==> config.mk <==
export PLATFORM = sky130hd
export DESIGN_NAME = key_event_sorter_fifo_flat
export DESIGN_NICKNAME = d
export VERILOG_FILES = /design/src/rtl/kes_pkg.sv /design/src/rtl/kes_if.sv /design/src/rtl/key_event_sorter_fifo.sv /design/src/rtl/kes_xlate.sv /design/src/rtl/kes_ring.sv /design/src/flat_wrapper.sv
export SDC_FILE = /design/constraint.sdc
export NUM_CORES = 1
export LEC_CHECK = 0
export BUFFER_PORTS_ARGS = -buffer_cell sky130_fd_sc_hd__buf_4
export CORE_MARGIN = 5
export CORE_UTILIZATION = 51
export CTS_CLUSTER_SIZE = 12
export DETAILED_ROUTE_END_ITERATION = 10
export GPL_TIMING_DRIVEN = 0
export HOLD_SLACK_MARGIN = 0.1
export PLACE_DENSITY = 0.85
export SLEW_MARGIN = 25
export SYNTH_ARGS = -nofsm -noshare
export SYNTH_HDL_FRONTEND = slang
export SYNTH_SLANG_ARGS = --single-unit
==> constraint.sdc <==
create_clock -name clk -period 5.4 [get_ports clk]
set_clock_uncertainty 0.2 [all_clocks]
set_input_delay 1.08 -clock clk [delete_from_list [all_inputs] [get_ports clk]]
set_output_delay 1.08 -clock clk [all_outputs]
set_load 0.1 [all_outputs]
==> src/rtl/kes_pkg.sv <==
// kes_pkg: shared types and constants for the key event sorter
// no dependencies; imported by the interfaces and every module of the block
package kes_pkg;

  // operation codes carried on the input word
  typedef enum logic [1:0] {
    OP_EVENT = 2'd0,
    OP_POP   = 2'd1,
    OP_CLAIM = 2'd2,
    OP_CLEAR = 2'd3
  } op_e;

  // configuration register indexes
  localparam int unsigned CFG_IDX_W = 3;
  localparam int unsigned CFG_DATA_W = 8;
  localparam logic [CFG_IDX_W-1:0] CFG_PRESSED  = 3'd0;
  localparam logic [CFG_IDX_W-1:0] CFG_RELEASED = 3'd1;
  localparam logic [CFG_IDX_W-1:0] CFG_UP       = 3'd2;
  localparam logic [CFG_IDX_W-1:0] CFG_DOWN     = 3'd3;
  localparam logic [CFG_IDX_W-1:0] CFG_ESCAPE   = 3'd4;
  localparam logic [CFG_IDX_W-1:0] CFG_DELETE   = 3'd5;
  localparam logic [CFG_IDX_W-1:0] CFG_NONE     = 3'd6;

  // register reset values
  localparam logic [7:0] RST_PRESSED  = 8'd8;
  localparam logic [7:0] RST_RELEASED = 8'd10;
  localparam logic [7:0] RST_UP       = 8'd128;
  localparam logic [7:0] RST_DOWN     = 8'd129;
  localparam logic [7:0] RST_ESCAPE   = 8'd27;
  localparam logic [7:0] RST_DELETE   = 8'd8;
  localparam logic [7:0] RST_NONE     = 8'd0;

  // translation constants
  localparam logic [7:0] RAW_CRSR_UP   = 8'hB6;
  localparam logic [7:0] RAW_CRSR_DOWN = 8'hB7;
  localparam logic [7:0] ASC_STOP      = 8'h03;
  localparam logic [7:0] ASC_DELETE    = 8'h08;
  localparam logic [7:0] ASC_LOWER_A   = 8'h61;
  localparam logic [7:0] ASC_LOWER_Z   = 8'h7A;
  localparam logic [7:0] CASE_OFFSET   = 8'd32;
  localparam int unsigned FLAG_MOD_BIT = 7;

  localparam int unsigned PAYLOAD_W = 64;
  localparam logic [2:0] WAIT_MAX = 3'd7;

  typedef struct packed {
    logic [7:0] pressed_type;
    logic [7:0] released_type;
    logic [7:0] code_up;
    logic [7:0] code_down;
    logic [7:0] code_escape;
    logic [7:0] code_delete;
    logic [7:0] code_none;
  } cfg_t;

  // ring control and status between the top level and the ring
  typedef struct packed {
    logic push;
    logic pop;
    logic clear;
  } ring_ctl_t;

  typedef struct packed {
    logic       empty;
    logic       full;
    logic [2:0] waiting;
  } ring_sts_t;

endpackage

==> src/rtl/kes_if.sv <==
// kes_if: valid/ready channel interfaces for input words and result words
// depends on kes_pkg for payload widths
interface kes_in_if (input logic clk);
  import kes_pkg::*;
  logic                 valid;
  logic                 ready;
  logic [1:0]           op;
  logic [7:0]           event_type;
  logic [7:0]           key_flags;
  logic [7:0]           key_raw;
  logic [7:0]           key_ascii;
  logic [PAYLOAD_W-1:0] event_payload;

  modport source (input clk, input ready,
                  output valid, op, event_type, key_flags, key_raw, key_ascii, event_payload);
  modport sink   (input clk, input valid, op, event_type, key_flags, key_raw, key_ascii,
                  event_payload, output ready);
endinterface

interface kes_out_if (input logic clk);
  import kes_pkg::*;
  logic                 valid;
  logic                 ready;
  logic                 key_valid;
  logic [7:0]           key_code;
  logic                 key_dropped;
  logic [2:0]           keys_waiting;
  logic                 held_valid;
  logic [7:0]           held_type;
  logic [PAYLOAD_W-1:0] held_payload;
  logic [7:0]           lost_count;

  modport source (input clk, input ready,
                  output valid, key_valid, key_code, key_dropped, keys_waiting,
                  held_valid, held_type, held_payload, lost_count);
  modport sink   (input clk, input valid, key_valid, key_code, key_dropped, keys_waiting,
                  held_valid, held_type, held_payload, lost_count, output ready);
endinterface

==> src/rtl/key_event_sorter_fifo.sv <==
// key_event_sorter_fifo: top level of the keyboard event sorter
// depends on kes_pkg, kes_in_if/kes_out_if, kes_xlate and kes_ring
//
//  channel   dir  handshake             word contents
//  in_if     in   valid/ready           op, event_type, key_flags, key_raw, key_ascii,
//                                        event_payload
//  out_if    out  valid/ready           key_valid, key_code, key_dropped, keys_waiting,
//                                        held_valid, held_type, held_payload, lost_count
//  cfg_*     in   write enable only     cfg_idx selects register, cfg_wdata 8 bits
//
// each input word is handled in order: accept (ring write or read issue), then in the
// response state the ring memory's registered read data is folded into the result register
// a new word is accepted once the sequencer is idle and the result register is empty or being taken that cycle
// out_if stalls hold the result register and block further input
// rst_n is synchronous; indexes, held-ready flag, lost counter and config reset at once,
// the ring memory needs no clearing pass
module key_event_sorter_fifo #(
  parameter int RING_DEPTH = 8
) (
  input  logic                              clk,
  input  logic                              rst_n,
  kes_in_if.sink                            in_if,
  kes_out_if.source                         out_if,
  input  logic                              cfg_we,
  input  logic [kes_pkg::CFG_IDX_W-1:0]     cfg_idx,
  input  logic [kes_pkg::CFG_DATA_W-1:0]    cfg_wdata
);
  import kes_pkg::*;

  // one-hot sequencer
  typedef enum logic [1:0] {
    S_IDLE = 2'b01,
    S_RESP = 2'b10
  } state_t;

  state_t state_r, state_nxt;

  cfg_t cfg_r;

  // held event slot
  logic [7:0]           held_type_r;
  logic [PAYLOAD_W-1:0] held_data_r;
  logic                 held_ready_r, held_ready_nxt;
  logic [7:0]           lost_r, lost_nxt;

  // per-word flags carried from accept to response
  logic pend_kvalid_r, pend_drop_r, pend_hvalid_r;

  // result register
  logic                 out_valid_r;
  logic                 o_key_valid_r;
  logic [7:0]           o_key_code_r;
  logic                 o_key_dropped_r;
  logic [2:0]           o_waiting_r;
  logic                 o_held_valid_r;
  logic [7:0]           o_held_type_r;
  logic [PAYLOAD_W-1:0] o_held_payload_r;
  logic [7:0]           o_lost_r;

  logic       in_fire, out_fire;
  op_e        op;
  logic       is_press, is_release, key_ok, take_held;
  logic [7:0] xcode;
  logic [7:0] rdata;
  ring_ctl_t  ring_ctl;
  ring_sts_t  ring_sts;
  logic       push_req;

  assign op       = op_e'(in_if.op);
  assign out_fire = out_valid_r && out_if.ready;
  assign in_if.ready = (state_r == S_IDLE) && (!out_valid_r || out_if.ready);
  assign in_fire  = in_if.valid && in_if.ready;

  // config registers
  always_ff @(posedge clk) begin
    if (!rst_n) begin
      cfg_r.pressed_type  <= RST_PRESSED;
      cfg_r.released_type <= RST_RELEASED;
      cfg_r.code_up       <= RST_UP;
      cfg_r.code_down     <= RST_DOWN;
      cfg_r.code_escape   <= RST_ESCAPE;
      cfg_r.code_delete   <= RST_DELETE;
      cfg_r.code_none     <= RST_NONE;
    end else if (cfg_we) begin
      case (cfg_idx)
        CFG_PRESSED:  cfg_r.pressed_type  <= cfg_wdata;
        CFG_RELEASED: cfg_r.released_type <= cfg_wdata;
        CFG_UP:       cfg_r.code_up       <= cfg_wdata;
        CFG_DOWN:     cfg_r.code_down     <= cfg_wdata;
        CFG_ESCAPE:   cfg_r.code_escape   <= cfg_wdata;
        CFG_DELETE:   cfg_r.code_delete   <= cfg_wdata;
        CFG_NONE:     cfg_r.code_none     <= cfg_wdata;
        default:      ;   // index beyond the list is ignored
      endcase
    end
  end

  kes_xlate u_xlate (
    .cfg       (cfg_r),
    .key_raw   (in_if.key_raw),
    .key_ascii (in_if.key_ascii),
    .code      (xcode)
  );

  // sort the arriving event; pressed wins over released when both match
  assign is_press   = (in_if.event_type == cfg_r.pressed_type);
  assign is_release = (in_if.event_type == cfg_r.released_type);
  assign key_ok     = is_press && !in_if.key_flags[FLAG_MOD_BIT] && (xcode != cfg_r.code_none);
  assign take_held  = !is_press && !is_release;
  assign push_req   = in_fire && (op == OP_EVENT) && key_ok;

  always_comb begin
    ring_ctl.push  = push_req && !ring_sts.full;
    ring_ctl.pop   = in_fire && (op == OP_POP) && !ring_sts.empty;
    ring_ctl.clear = in_fire && (op == OP_CLEAR);
  end

  kes_ring #(.RING_DEPTH(RING_DEPTH)) u_ring (
    .clk   (clk),
    .rst_n (rst_n),
    .ctl   (ring_ctl),
    .wdata (xcode),
    .rdata (rdata),
    .sts   (ring_sts)
  );

  // held slot and lost counter
  always_comb begin
    held_ready_nxt = held_ready_r;
    lost_nxt       = lost_r;
    if (in_fire) begin
      case (op)
        OP_EVENT: begin
          if (take_held) begin
            if (held_ready_r) lost_nxt = lost_r + 8'd1;   // unclaimed event overwritten
            held_ready_nxt = 1'b1;
          end
        end
        OP_CLAIM: held_ready_nxt = 1'b0;
        OP_CLEAR: begin
          held_ready_nxt = 1'b0;
          lost_nxt       = '0;
        end
        default: ;
      endcase
    end
  end

  always_ff @(posedge clk) begin
    if (!rst_n) begin
      held_ready_r <= 1'b0;
      lost_r       <= '0;
      held_type_r  <= '0;
      held_data_r  <= '0;
    end else begin
      held_ready_r <= held_ready_nxt;
      lost_r       <= lost_nxt;
      if (in_fire && (op == OP_EVENT) && take_held) begin
        held_type_r <= in_if.event_type;
        held_data_r <= in_if.event_payload;
      end
    end
  end

  // sequencer: accept, then build the result from the ring read data
  always_comb begin
    state_nxt = state_r;
    case (state_r)
      S_IDLE:  if (in_fire) state_nxt = S_RESP;
      S_RESP:  state_nxt = S_IDLE;
      default: state_nxt = S_IDLE;
    endcase
  end

  always_ff @(posedge clk) begin
    if (!rst_n) begin
      state_r       <= S_IDLE;
      pend_kvalid_r <= 1'b0;
      pend_drop_r   <= 1'b0;
      pend_hvalid_r <= 1'b0;
      out_valid_r   <= 1'b0;
    end else begin
      state_r <= state_nxt;
      if (in_fire) begin
        pend_kvalid_r <= ring_ctl.pop;
        pend_drop_r   <= push_req && ring_sts.full;
        pend_hvalid_r <= (op == OP_CLAIM) && held_ready_r;
      end
      if (state_r == S_RESP) begin
        out_valid_r <= 1'b1;
      end else if (out_fire) begin
        out_valid_r <= 1'b0;
      end
    end
  end

  // result payload; held slot is untouched by a claim, so it is read here directly
  always_ff @(posedge clk) begin
    if (state_r == S_RESP) begin
      o_key_valid_r    <= pend_kvalid_r;
      o_key_code_r     <= pend_kvalid_r ? rdata : 8'd0;
      o_key_dropped_r  <= pend_drop_r;
      o_waiting_r      <= ring_sts.waiting;
      o_held_valid_r   <= pend_hvalid_r;
      o_held_type_r    <= pend_hvalid_r ? held_type_r : 8'd0;
      o_held_payload_r <= pend_hvalid_r ? held_data_r : '0;
      o_lost_r         <= lost_r;
    end
  end

  assign out_if.valid        = out_valid_r;
  assign out_if.key_valid    = o_key_valid_r;
  assign out_if.key_code     = o_key_code_r;
  assign out_if.key_dropped  = o_key_dropped_r;
  assign out_if.keys_waiting = o_waiting_r;
  assign out_if.held_valid   = o_held_valid_r;
  assign out_if.held_type    = o_held_type_r;
  assign out_if.held_payload = o_held_payload_r;
  assign out_if.lost_count   = o_lost_r;

  a_accept_to_resp: assert property (@(posedge clk) disable iff (!rst_n)
    in_fire |=> (state_r == S_RESP)) else $error("accepted word did not reach response");
  a_resp_fills_out: assert property (@(posedge clk) disable iff (!rst_n)
    (state_r == S_RESP) |=> out_valid_r) else $error("response not loaded");
  a_one_kind: assert property (@(posedge clk) disable iff (!rst_n)
    out_valid_r |-> !(o_key_valid_r && o_held_valid_r)) else $error("pop and claim together");
  a_resp_out_free: assert property (@(posedge clk) disable iff (!rst_n)
    (state_r == S_RESP) |-> !out_valid_r) else $error("result register overrun");

endmodule

==> src/rtl/kes_xlate.sv <==
// kes_xlate: maps a raw scan code and ascii value to a queued key code
// depends on kes_pkg (cfg_t and translation constants)
module kes_xlate (
  input  kes_pkg::cfg_t cfg,
  input  logic [7:0]    key_raw,
  input  logic [7:0]    key_ascii,
  output logic [7:0]    code
);
  import kes_pkg::*;

  always_comb begin
    if (key_raw == RAW_CRSR_UP) begin
      code = cfg.code_up;
    end else if (key_raw == RAW_CRSR_DOWN) begin
      code = cfg.code_down;
    end else if (key_ascii == ASC_STOP) begin
      code = cfg.code_escape;
    end else if (key_ascii == ASC_DELETE) begin
      code = cfg.code_delete;
    end else if (key_ascii inside {[ASC_LOWER_A:ASC_LOWER_Z]}) begin
      code = key_ascii - CASE_OFFSET;   // fold to upper case
    end else begin
      code = key_ascii;
    end
  end

endmodule

==> src/rtl/kes_ring.sv <==
// kes_ring: key ring memory with write and read indexes, one slot kept free
// depends on kes_pkg (ring_ctl_t, ring_sts_t)
module kes_ring #(
  parameter int RING_DEPTH = 8
) (
  input  logic                clk,
  input  logic                rst_n,
  input  kes_pkg::ring_ctl_t  ctl,
  input  logic [7:0]          wdata,
  output logic [7:0]          rdata,
  output kes_pkg::ring_sts_t  sts
);
  import kes_pkg::*;

  localparam int IDX_W = $clog2(RING_DEPTH);
  localparam int DIFF_W = IDX_W + 3;
  localparam logic [IDX_W-1:0] IDX_LAST = IDX_W'(RING_DEPTH - 1);

  logic [7:0]       mem [RING_DEPTH];
  logic [7:0]       rdata_r;
  logic [IDX_W-1:0] wr_idx_r, wr_idx_nxt;
  logic [IDX_W-1:0] rd_idx_r, rd_idx_nxt;
  logic [IDX_W-1:0] wr_inc, rd_inc;
  logic [DIFF_W-1:0] diff;

  assign wr_inc = (wr_idx_r == IDX_LAST) ? '0 : wr_idx_r + 1'b1;
  assign rd_inc = (rd_idx_r == IDX_LAST) ? '0 : rd_idx_r + 1'b1;

  always_comb begin
    wr_idx_nxt = wr_idx_r;
    rd_idx_nxt = rd_idx_r;
    if (ctl.clear) begin
      wr_idx_nxt = '0;
      rd_idx_nxt = '0;
    end else begin
      if (ctl.push) wr_idx_nxt = wr_inc;
      if (ctl.pop)  rd_idx_nxt = rd_inc;
    end
  end

  always_ff @(posedge clk) begin
    if (!rst_n) begin
      wr_idx_r <= '0;
      rd_idx_r <= '0;
    end else begin
      wr_idx_r <= wr_idx_nxt;
      rd_idx_r <= rd_idx_nxt;
    end
  end

  // memory: one write port, one registered read port
  always_ff @(posedge clk) begin
    if (ctl.push) mem[wr_idx_r] <= wdata;
  end

  always_ff @(posedge clk) begin
    if (ctl.pop) rdata_r <= mem[rd_idx_r];
  end

  assign rdata = rdata_r;

  // occupancy, saturating at seven
  always_comb begin
    if (wr_idx_r >= rd_idx_r) begin
      diff = DIFF_W'(wr_idx_r) - DIFF_W'(rd_idx_r);
    end else begin
      diff = DIFF_W'(wr_idx_r) + DIFF_W'(RING_DEPTH) - DIFF_W'(rd_idx_r);
    end
  end

  assign sts.empty   = (wr_idx_r == rd_idx_r);
  assign sts.full    = (wr_inc == rd_idx_r);
  assign sts.waiting = (diff > DIFF_W'(WAIT_MAX)) ? WAIT_MAX : diff[2:0];

  a_push_not_full: assert property (@(posedge clk) disable iff (!rst_n)
    ctl.push |-> !sts.full) else $error("push into full ring");
  a_pop_not_empty: assert property (@(posedge clk) disable iff (!rst_n)
    ctl.pop |-> !sts.empty) else $error("pop from empty ring");
  a_push_moves_wr: assert property (@(posedge clk) disable iff (!rst_n)
    (ctl.push && !ctl.clear) |=> (wr_idx_r != $past(wr_idx_r)))
    else $error("write index did not advance on push");

endmodule
==> src/flat_wrapper.sv <==
// flat-port wrapper written by rule: the top's interface ports become plain ports
module key_event_sorter_fifo_flat import kes_pkg::*;
#(
  parameter int RING_DEPTH = 8
)
  (clk, rst_n, cfg_we, cfg_idx, cfg_wdata, in_if_valid, in_if_op, in_if_event_type, in_if_key_flags, in_if_key_raw, in_if_key_ascii, in_if_event_payload, in_if_ready, out_if_ready, out_if_valid, out_if_key_valid, out_if_key_code, out_if_key_dropped, out_if_keys_waiting, out_if_held_valid, out_if_held_type, out_if_held_payload, out_if_lost_count);
  kes_in_if in_if_i (.clk(clk));
  kes_out_if out_if_i (.clk(clk));
  input  logic clk;
  input  logic rst_n;
  input  logic cfg_we;
  input  logic [kes_pkg::CFG_IDX_W-1:0] cfg_idx;
  input  logic [kes_pkg::CFG_DATA_W-1:0] cfg_wdata;
  input wire logic [$bits(in_if_i.valid)-1:0] in_if_valid;
  input wire logic [$bits(in_if_i.op)-1:0] in_if_op;
  input wire logic [$bits(in_if_i.event_type)-1:0] in_if_event_type;
  input wire logic [$bits(in_if_i.key_flags)-1:0] in_if_key_flags;
  input wire logic [$bits(in_if_i.key_raw)-1:0] in_if_key_raw;
  input wire logic [$bits(in_if_i.key_ascii)-1:0] in_if_key_ascii;
  input wire logic [$bits(in_if_i.event_payload)-1:0] in_if_event_payload;
  output wire logic [$bits(in_if_i.ready)-1:0] in_if_ready;
  input wire logic [$bits(out_if_i.ready)-1:0] out_if_ready;
  output wire logic [$bits(out_if_i.valid)-1:0] out_if_valid;
  output wire logic [$bits(out_if_i.key_valid)-1:0] out_if_key_valid;
  output wire logic [$bits(out_if_i.key_code)-1:0] out_if_key_code;
  output wire logic [$bits(out_if_i.key_dropped)-1:0] out_if_key_dropped;
  output wire logic [$bits(out_if_i.keys_waiting)-1:0] out_if_keys_waiting;
  output wire logic [$bits(out_if_i.held_valid)-1:0] out_if_held_valid;
  output wire logic [$bits(out_if_i.held_type)-1:0] out_if_held_type;
  output wire logic [$bits(out_if_i.held_payload)-1:0] out_if_held_payload;
  output wire logic [$bits(out_if_i.lost_count)-1:0] out_if_lost_count;
  assign in_if_i.valid = in_if_valid;
  assign in_if_i.op = in_if_op;
  assign in_if_i.event_type = in_if_event_type;
  assign in_if_i.key_flags = in_if_key_flags;
  assign in_if_i.key_raw = in_if_key_raw;
  assign in_if_i.key_ascii = in_if_key_ascii;
  assign in_if_i.event_payload = in_if_event_payload;
  assign in_if_ready = in_if_i.ready;
  assign out_if_i.ready = out_if_ready;
  assign out_if_valid = out_if_i.valid;
  assign out_if_key_valid = out_if_i.key_valid;
  assign out_if_key_code = out_if_i.key_code;
  assign out_if_key_dropped = out_if_i.key_dropped;
  assign out_if_keys_waiting = out_if_i.keys_waiting;
  assign out_if_held_valid = out_if_i.held_valid;
  assign out_if_held_type = out_if_i.held_type;
  assign out_if_held_payload = out_if_i.held_payload;
  assign out_if_lost_count = out_if_i.lost_count;
  key_event_sorter_fifo #(.RING_DEPTH(RING_DEPTH)) u_core (.clk(clk), .rst_n(rst_n), .in_if(in_if_i), .out_if(out_if_i), .cfg_we(cfg_we), .cfg_idx(cfg_idx), .cfg_wdata(cfg_wdata));
endmodule
After elaboration in Yosys (flattened, before gate mapping) --
Memory sizes are Yosys's and may differ from the RTL's. A register that Yosys moved wholly into a read port is not among the register bits. Cells that the tools add are included.
Storage, ports and cells: register bits after elaboration 243, latch bits 0, bits in writable memories 64, ROM bits 0, input bits 114, output and inout bits 96, memories kept 1
Cells by class: $add $sub $neg 7, $mul 0, div/mod/pow operators 0, order comparisons 4, equal/unequal tests 24, shift operators 0, mux-type cells 17, bitwise logic cells 1, reduce and logical (&&, ||, !) cells 40
Memory list:
- u_core.u_ring.mem | words 8, width 8, rd ports 1, clocked after Yosys merged registers in 1, wr ports 1, RTL line kes_ring.sv:19 | logic [7:0] mem [RING_DEPTH];
Operators with widths (count):
- 8-bit two-way mux | 7
- 8-bit equality test | 2
- 8-bit equality test, second input constant | 2
- 1-bit logical AND | 16
- 8-bit one-hot mux with 2 select lines | 1
- 2-bit AND reduction | 8
- 3-bit equality test, second input constant | 5
- 8-bit by 1-bit adder with 8-bit output, second input constant | 1
- 8-bit by 2-bit equality test with 1-bit output, second input constant | 1
- 8-bit by 4-bit equality test with 1-bit output, second input constant | 1
- 8-bit by 7-bit >= comparator with 1-bit output, second input constant | 1
- 8-bit by 7-bit less-or-equal comparator with 1-bit output, second input constant | 1
- 8-bit != test | 1
- 8-bit by 6-bit subtractor with 8-bit output, second input constant | 1
- 3-bit by 1-bit adder with 3-bit output, second input constant | 2
- 2-bit equality test, second input constant | 3
- 3-bit by 2-bit equality test with 1-bit output, second input constant | 2
- 3-bit equality test | 2
- 6-bit by 3-bit > comparator with 1-bit output, second input constant | 1
- 1-bit zero test | 6
- 3-bit two-way mux | 2
- 6-bit two-way mux | 1
- 2-bit nonzero test | 3
- 5-bit by 3-bit subtractor with 6-bit output | 1
- 15 further kinds | 22

Longest topological paths before layout --
word-level depth 13, mapped depth 10, gate-level depth less buffers 9

Cells and area by module --
Synthesis repeated with hierarchy kept, for this count alone.
Unflattened totals: cells, all modules 1124, area, all modules 13087.6 um^2
By module, submodules not included:
- key_event_sorter_fifo | instances 1, cells an instance 869, area an instance 9411.5 um^2, sequential area each 5685.5 um^2
- kes_ring | instances 1, cells an instance 183, area an instance 3189.3 um^2, sequential area each 2282.2 um^2
- kes_xlate | instances 1, cells an instance 72, area an instance 486.7 um^2, sequential area each 0.0 um^2

Least setup slack after synthesis --
No wires, ideal clock.
path type input to register, from input port out_if_ready, to memory u_core.u_ring.mem[2][0], enable pin, library setup time 398 ps, arrival 5407 ps, setup slack -605 ps, stages on the path 8, path through nor2b_1 -> nor3b_1 -> and2_1 -> nand2_1 -> nor3_1 -> o21ai_0 -> a21o_2 -> nor4b_1
On the way: longest elaborated chain between the ends 8
Ends and longest elaborated chain:
- from (decl) | RTL line flat_wrapper.sv:22 | input wire logic [$bits(out_if_i.ready)-1:0] out_if_ready;
- 1-bit logical OR | RTL line key_event_sorter_fifo.sv:71 | assign in_if.ready = (state_r == S_IDLE) && (!out_valid_r || out_if.ready);
- 1-bit logical AND | RTL line key_event_sorter_fifo.sv:71
- via in_if_ready | RTL line flat_wrapper.sv:21 | output wire logic [$bits(in_if_i.ready)-1:0] in_if_ready;
- 1-bit logical AND | RTL line key_event_sorter_fifo.sv:72 | assign in_fire = in_if.valid && in_if.ready;
- 1-bit logical AND (2 in a row) | RTL line key_event_sorter_fifo.sv:110 | assign push_req = in_fire && (op == OP_EVENT) && key_ok;
- 1-bit logical AND | RTL line key_event_sorter_fifo.sv:113 | ring_ctl.push = push_req && !ring_sts.full;
- 1-bit two-way mux | RTL line kes_ring.sv:53 | if (ctl.push) mem[wr_idx_r] <= wdata;
- 1-bit two-way mux (implied by the code) | RTL line kes_ring.sv:53
- to (decl) | RTL line kes_ring.sv:19
The timed path passes the listed nets, and every way through them passes these cells.

Final worst setup path --
from input port in_if_key_raw[3], to memory u_core.u_ring.mem[6][4], enable pin
On the way: longest elaborated chain between the ends 9
Ends and longest elaborated chain:
- from (decl) | RTL line flat_wrapper.sv:18 | input wire logic [$bits(in_if_i.key_raw)-1:0] in_if_key_raw;
- 8-bit equality test | RTL line kes_xlate.sv:14 | end else if (key_raw == RAW_CRSR_DOWN) begin
- 8-bit two-way mux | RTL line kes_xlate.sv:14
- 8-bit two-way mux (*) | RTL line kes_xlate.sv:12 | if (key_raw == RAW_CRSR_UP) begin
- via u_core.u_ring.wdata[7] | RTL line kes_ring.sv:9 | input logic [7:0] wdata,
- 8-bit != test (*) | RTL line key_event_sorter_fifo.sv:108 | assign key_ok = is_press && !in_if.key_flags[FLAG_MOD_BIT] && (xcode != cfg_r.code_none);
- 1-bit logical AND (*) | RTL line key_event_sorter_fifo.sv:108
- 1-bit logical AND (*) | RTL line key_event_sorter_fifo.sv:110
- 1-bit logical AND (*) | RTL line key_event_sorter_fifo.sv:113
- 1-bit two-way mux (*) | RTL line kes_ring.sv:53
- 1-bit two-way mux (implied by the code) (*) | RTL line kes_ring.sv:53
The timed path passes the listed nets; every way through them passes the cells marked *.

==> results.cfg <==
[status]
status = complete, no violations

[sta]
finalCritPeriodShare_pct = 82.1
fin_crit_ps = 4430
finalSetupViolCount = 0
tightest_slew_ps = 947
rsz0062_at_grt = no
final.setup.tns_ps = 0
finalMaxSlewViolations = 0
fmax_ghz = 0.226
max_slew_margin_pct = 36.4
hold_viol_final = 0

[worst_setup_path]
r2r_end = u_core.u_ring.mem[6][4]
start_kind = input pin
r2r_cells = 9
r2r_start = u_core.cfg_r[12]
crit_path_end_kind = flip-flop
required_ps = 5470
arrival_ps = 4500
critPathKind = input pin to flip-flop
crit_fanout = 10
reg2reg_slack_ps = 1970

[power]
internal_power_mw = 3.78
ir_drop_v = 0.000227
p_sw_share_pct = 21.7
power.clock.fraction_pct = 40.6
power_frac_comb_pct = 6.3
powerDensity_nw_per_um2 = 302
p_sw_mw = 1.05
p_leak_nw = 5.96
power.total_mw = 4.82
seq_power_share_pct = 53.1

[grt]
grt_pass1_wl_um = 49100
grt_max_degree = 27
grt-ovfl-total = 0
grt_pass1_vias = 9350
grtUsageTotal_pct = 21.0
grt_antenna_before_repair = 0

[route]
dr.pass1.iters = 5
drt_iter0_drc = 619
num_vias = 8920
postRouteAntennaNets = 0
wire_per_inst_um = 18.4
routed_wl_um = 30600
viasPerCell = 5.36
drc = 0

[clock_network]
h-tree-depth = 1
clock_latency_ps = 560
cts_hold_buffers = 0
cts_resized = 0
clock_path_buffers = 3
cts_sinks = 315
cts.clk_slew.worst_paths_ps = 60
numCtsBuffers = 31
cts-root-buf = clkbuf_16
post_cts_buffers = 0
cts_tree = yes

[floorplan]
rows = 58
dieArea_um2 = 28700
start_util_pct = 51.6
io_pins = 210
die_h_um = 169
die_w_um = 169
core_um2 = 25100

[place]
gp_congestion = 0.905
portBuffers = 201
dpl.hpwl_um = 22500

[hold_path]
hold-path-endpoint = u_core.out_if.held_valid
hold_path_startpoint = u_core.pend_hvalid_r
hold_class = flip-flop to flip-flop
min_delay_path_depth = 0

[cells_and_area]
fillers = 1879
diodes = 0
nets = 1440
drive_above_1_share_pct = 21.9
synthToLayoutAreaGrowth_pct = 23.4
final_cell_mix = buf_4, nand2_1, edfxtp_1
final_common_cell = buf_4

[synthesis]
syn_area_um2 = 13000
async_flop_share_pct = 0
ys_warn_count = 0
syn_inst = 1067
synth-seq-area-share_pct = 61.5
synth_flop_cell = edfxtp_1
syn_avg_cell_area_um2 = 12.1
ys_ff_latch = 315
synth_nets = 1196
synth_edf_count = 166
synth_cell_types = 60

[job]
cap_violations = 0
stage by stage:
| stage | hold WS [ps] | instance area, µm² | cells | utilization, % | setup slack [ps] |
|---|---|---|---|---|---|
| 3_5_place_dp | 215 | 15100 | 1608 | 60.0 | 405 |
| 4_1_cts | 213 | 16000 | 1665 | 63.7 | 973 |
| 2_1_floorplan | 200 | 13000 | 1067 | - | 106 |
| 5_1_grt | 242 | 16000 | 1665 | 63.7 | 703 |
| 6_report | 219 | 16000 | 1665 | 63.7 | 968 |
| 3_3_place_gp | 207 | 14900 | 1598 | 59.3 | -1630 |
kinds of logic (layout without fill, tap and decap cells):
| logic type | after synthesis | count (layout) | share of synthesized area, % |
|---|---|---|---|
| buffers and inverters | 60 | 328 | 1.82 |
| flip-flops | 315 | 315 | 61.5 |
| AND/OR/NAND/NOR | 439 | 439 | 17.8 |
| multiplexers | 102 | 102 | 9.43 |
| adder cells (fa/ha/maj) | 15 | 15 | 1.56 |
| AO/OA/AOI/OAI | 102 | 102 | 5.56 |
| XOR/XNOR | 34 | 34 | 2.36 |
sequential cells by signal, summed over array words and instances, names as in the netlist, 56 cells and up:
signal,count
u_core.held_data_r,64
u_core.cfg_r,56
u_core.out_if.held_payload,64
u_core.u_ring.mem,64
power groups by stage:
| stage | sequential [mW] | clock (mW) | combinational (mW) |
|---|---|---|---|
| global route | 2.56 | 2.10 | 0.330 |
| detailed placement | 2.61 | 0 | 0.303 |
| floorplan | 2.63 | 0 | 0.146 |
| CTS | 2.56 | 1.99 | 0.305 |
| finish | 2.56 | 1.96 | 0.306 |
| global placement | 2.61 | 0 | 0.291 |
how the worst max path moves through the flow:
stage	cells past startpoint	startpoint	endpoint	slack, ps
after floorplan	1	u_core.state_r[1]	u_core.out_if.held_payload[0]	110
after global placement	1	u_core.state_r[1]	u_core.out_if.key_code[6]	-1630
after detailed placement	11	in_if_key_raw[3]	u_core.u_ring.mem[6][2]	400
after CTS	11	in_if_key_raw[3]	u_core.u_ring.mem[6][4]	970
after global routing	11	in_if_key_raw[3]	u_core.u_ring.mem[6][4]	700
final	11	in_if_key_raw[3]	u_core.u_ring.mem[6][4]	970
layout make-up:
| class | instances | area, µm² | area share (%) |
|---|---|---|---|
| Inverter | 16 | 60.1 | 0.376 |
| Tap cell | 330 | 413 | 2.58 |
| Sequential cell | 315 | 7970 | 49.8 |
| Clock inverter | 3 | 31.3 | 0.196 |
| Clock buffer | 54 | 882 | 5.52 |
| Multi-Input combinational cell | 692 | 4810 | 30.1 |
| Buffer | 44 | 175 | 1.10 |
| Timing Repair Buffer | 211 | 1650 | 10.3 |
Yosys cell counts, types with 5 or more instances:
cell        n  area [µm²]
a21boi_0   46         345
a21oi_1    20         100
and2_1     84         526
and3_1      5        31.3
buf_2       8        40.0
clkbuf_1   33         124
dfxtp_1   149        2980
edfxtp_1  166        4980
ha_1       13         163
inv_1      15        56.3
mux2i_1    86         861
mux4_2     16         360
nand2_1   167         627
nand2b_1    7        43.8
nand3_1    21         105
nand4_1     9        56.3
nor2_1     25        93.8
nor2b_1    83         519
nor3_1      7        35.0
nor4_1      7        43.8
o21ai_0     6        30.0
or4_1       5        37.5
xnor2_1    25         219
xor2_1      8        70.1
critical path, stage by stage:
cell      delay (ps)
buf_4            100
and4b_1          350
and2_1           220
clkbuf_1         410
a21oi_1          130
o211ai_1         180
nor2b_1          570
a211oi_1         250
a21o_2           330
nor4b_2          600
buf_4            270
routing by layer:
layer	vias to the layer above	track usage [%]	routed length, µm
li1	4234	-	-
met1	4287	26.6	12000
met2	334	37.1	15500
met3	65	3.33	2090
met4	0	6.79	965
met5	-	0	0
No activity file was read; power rests on OpenSTA's default activity.
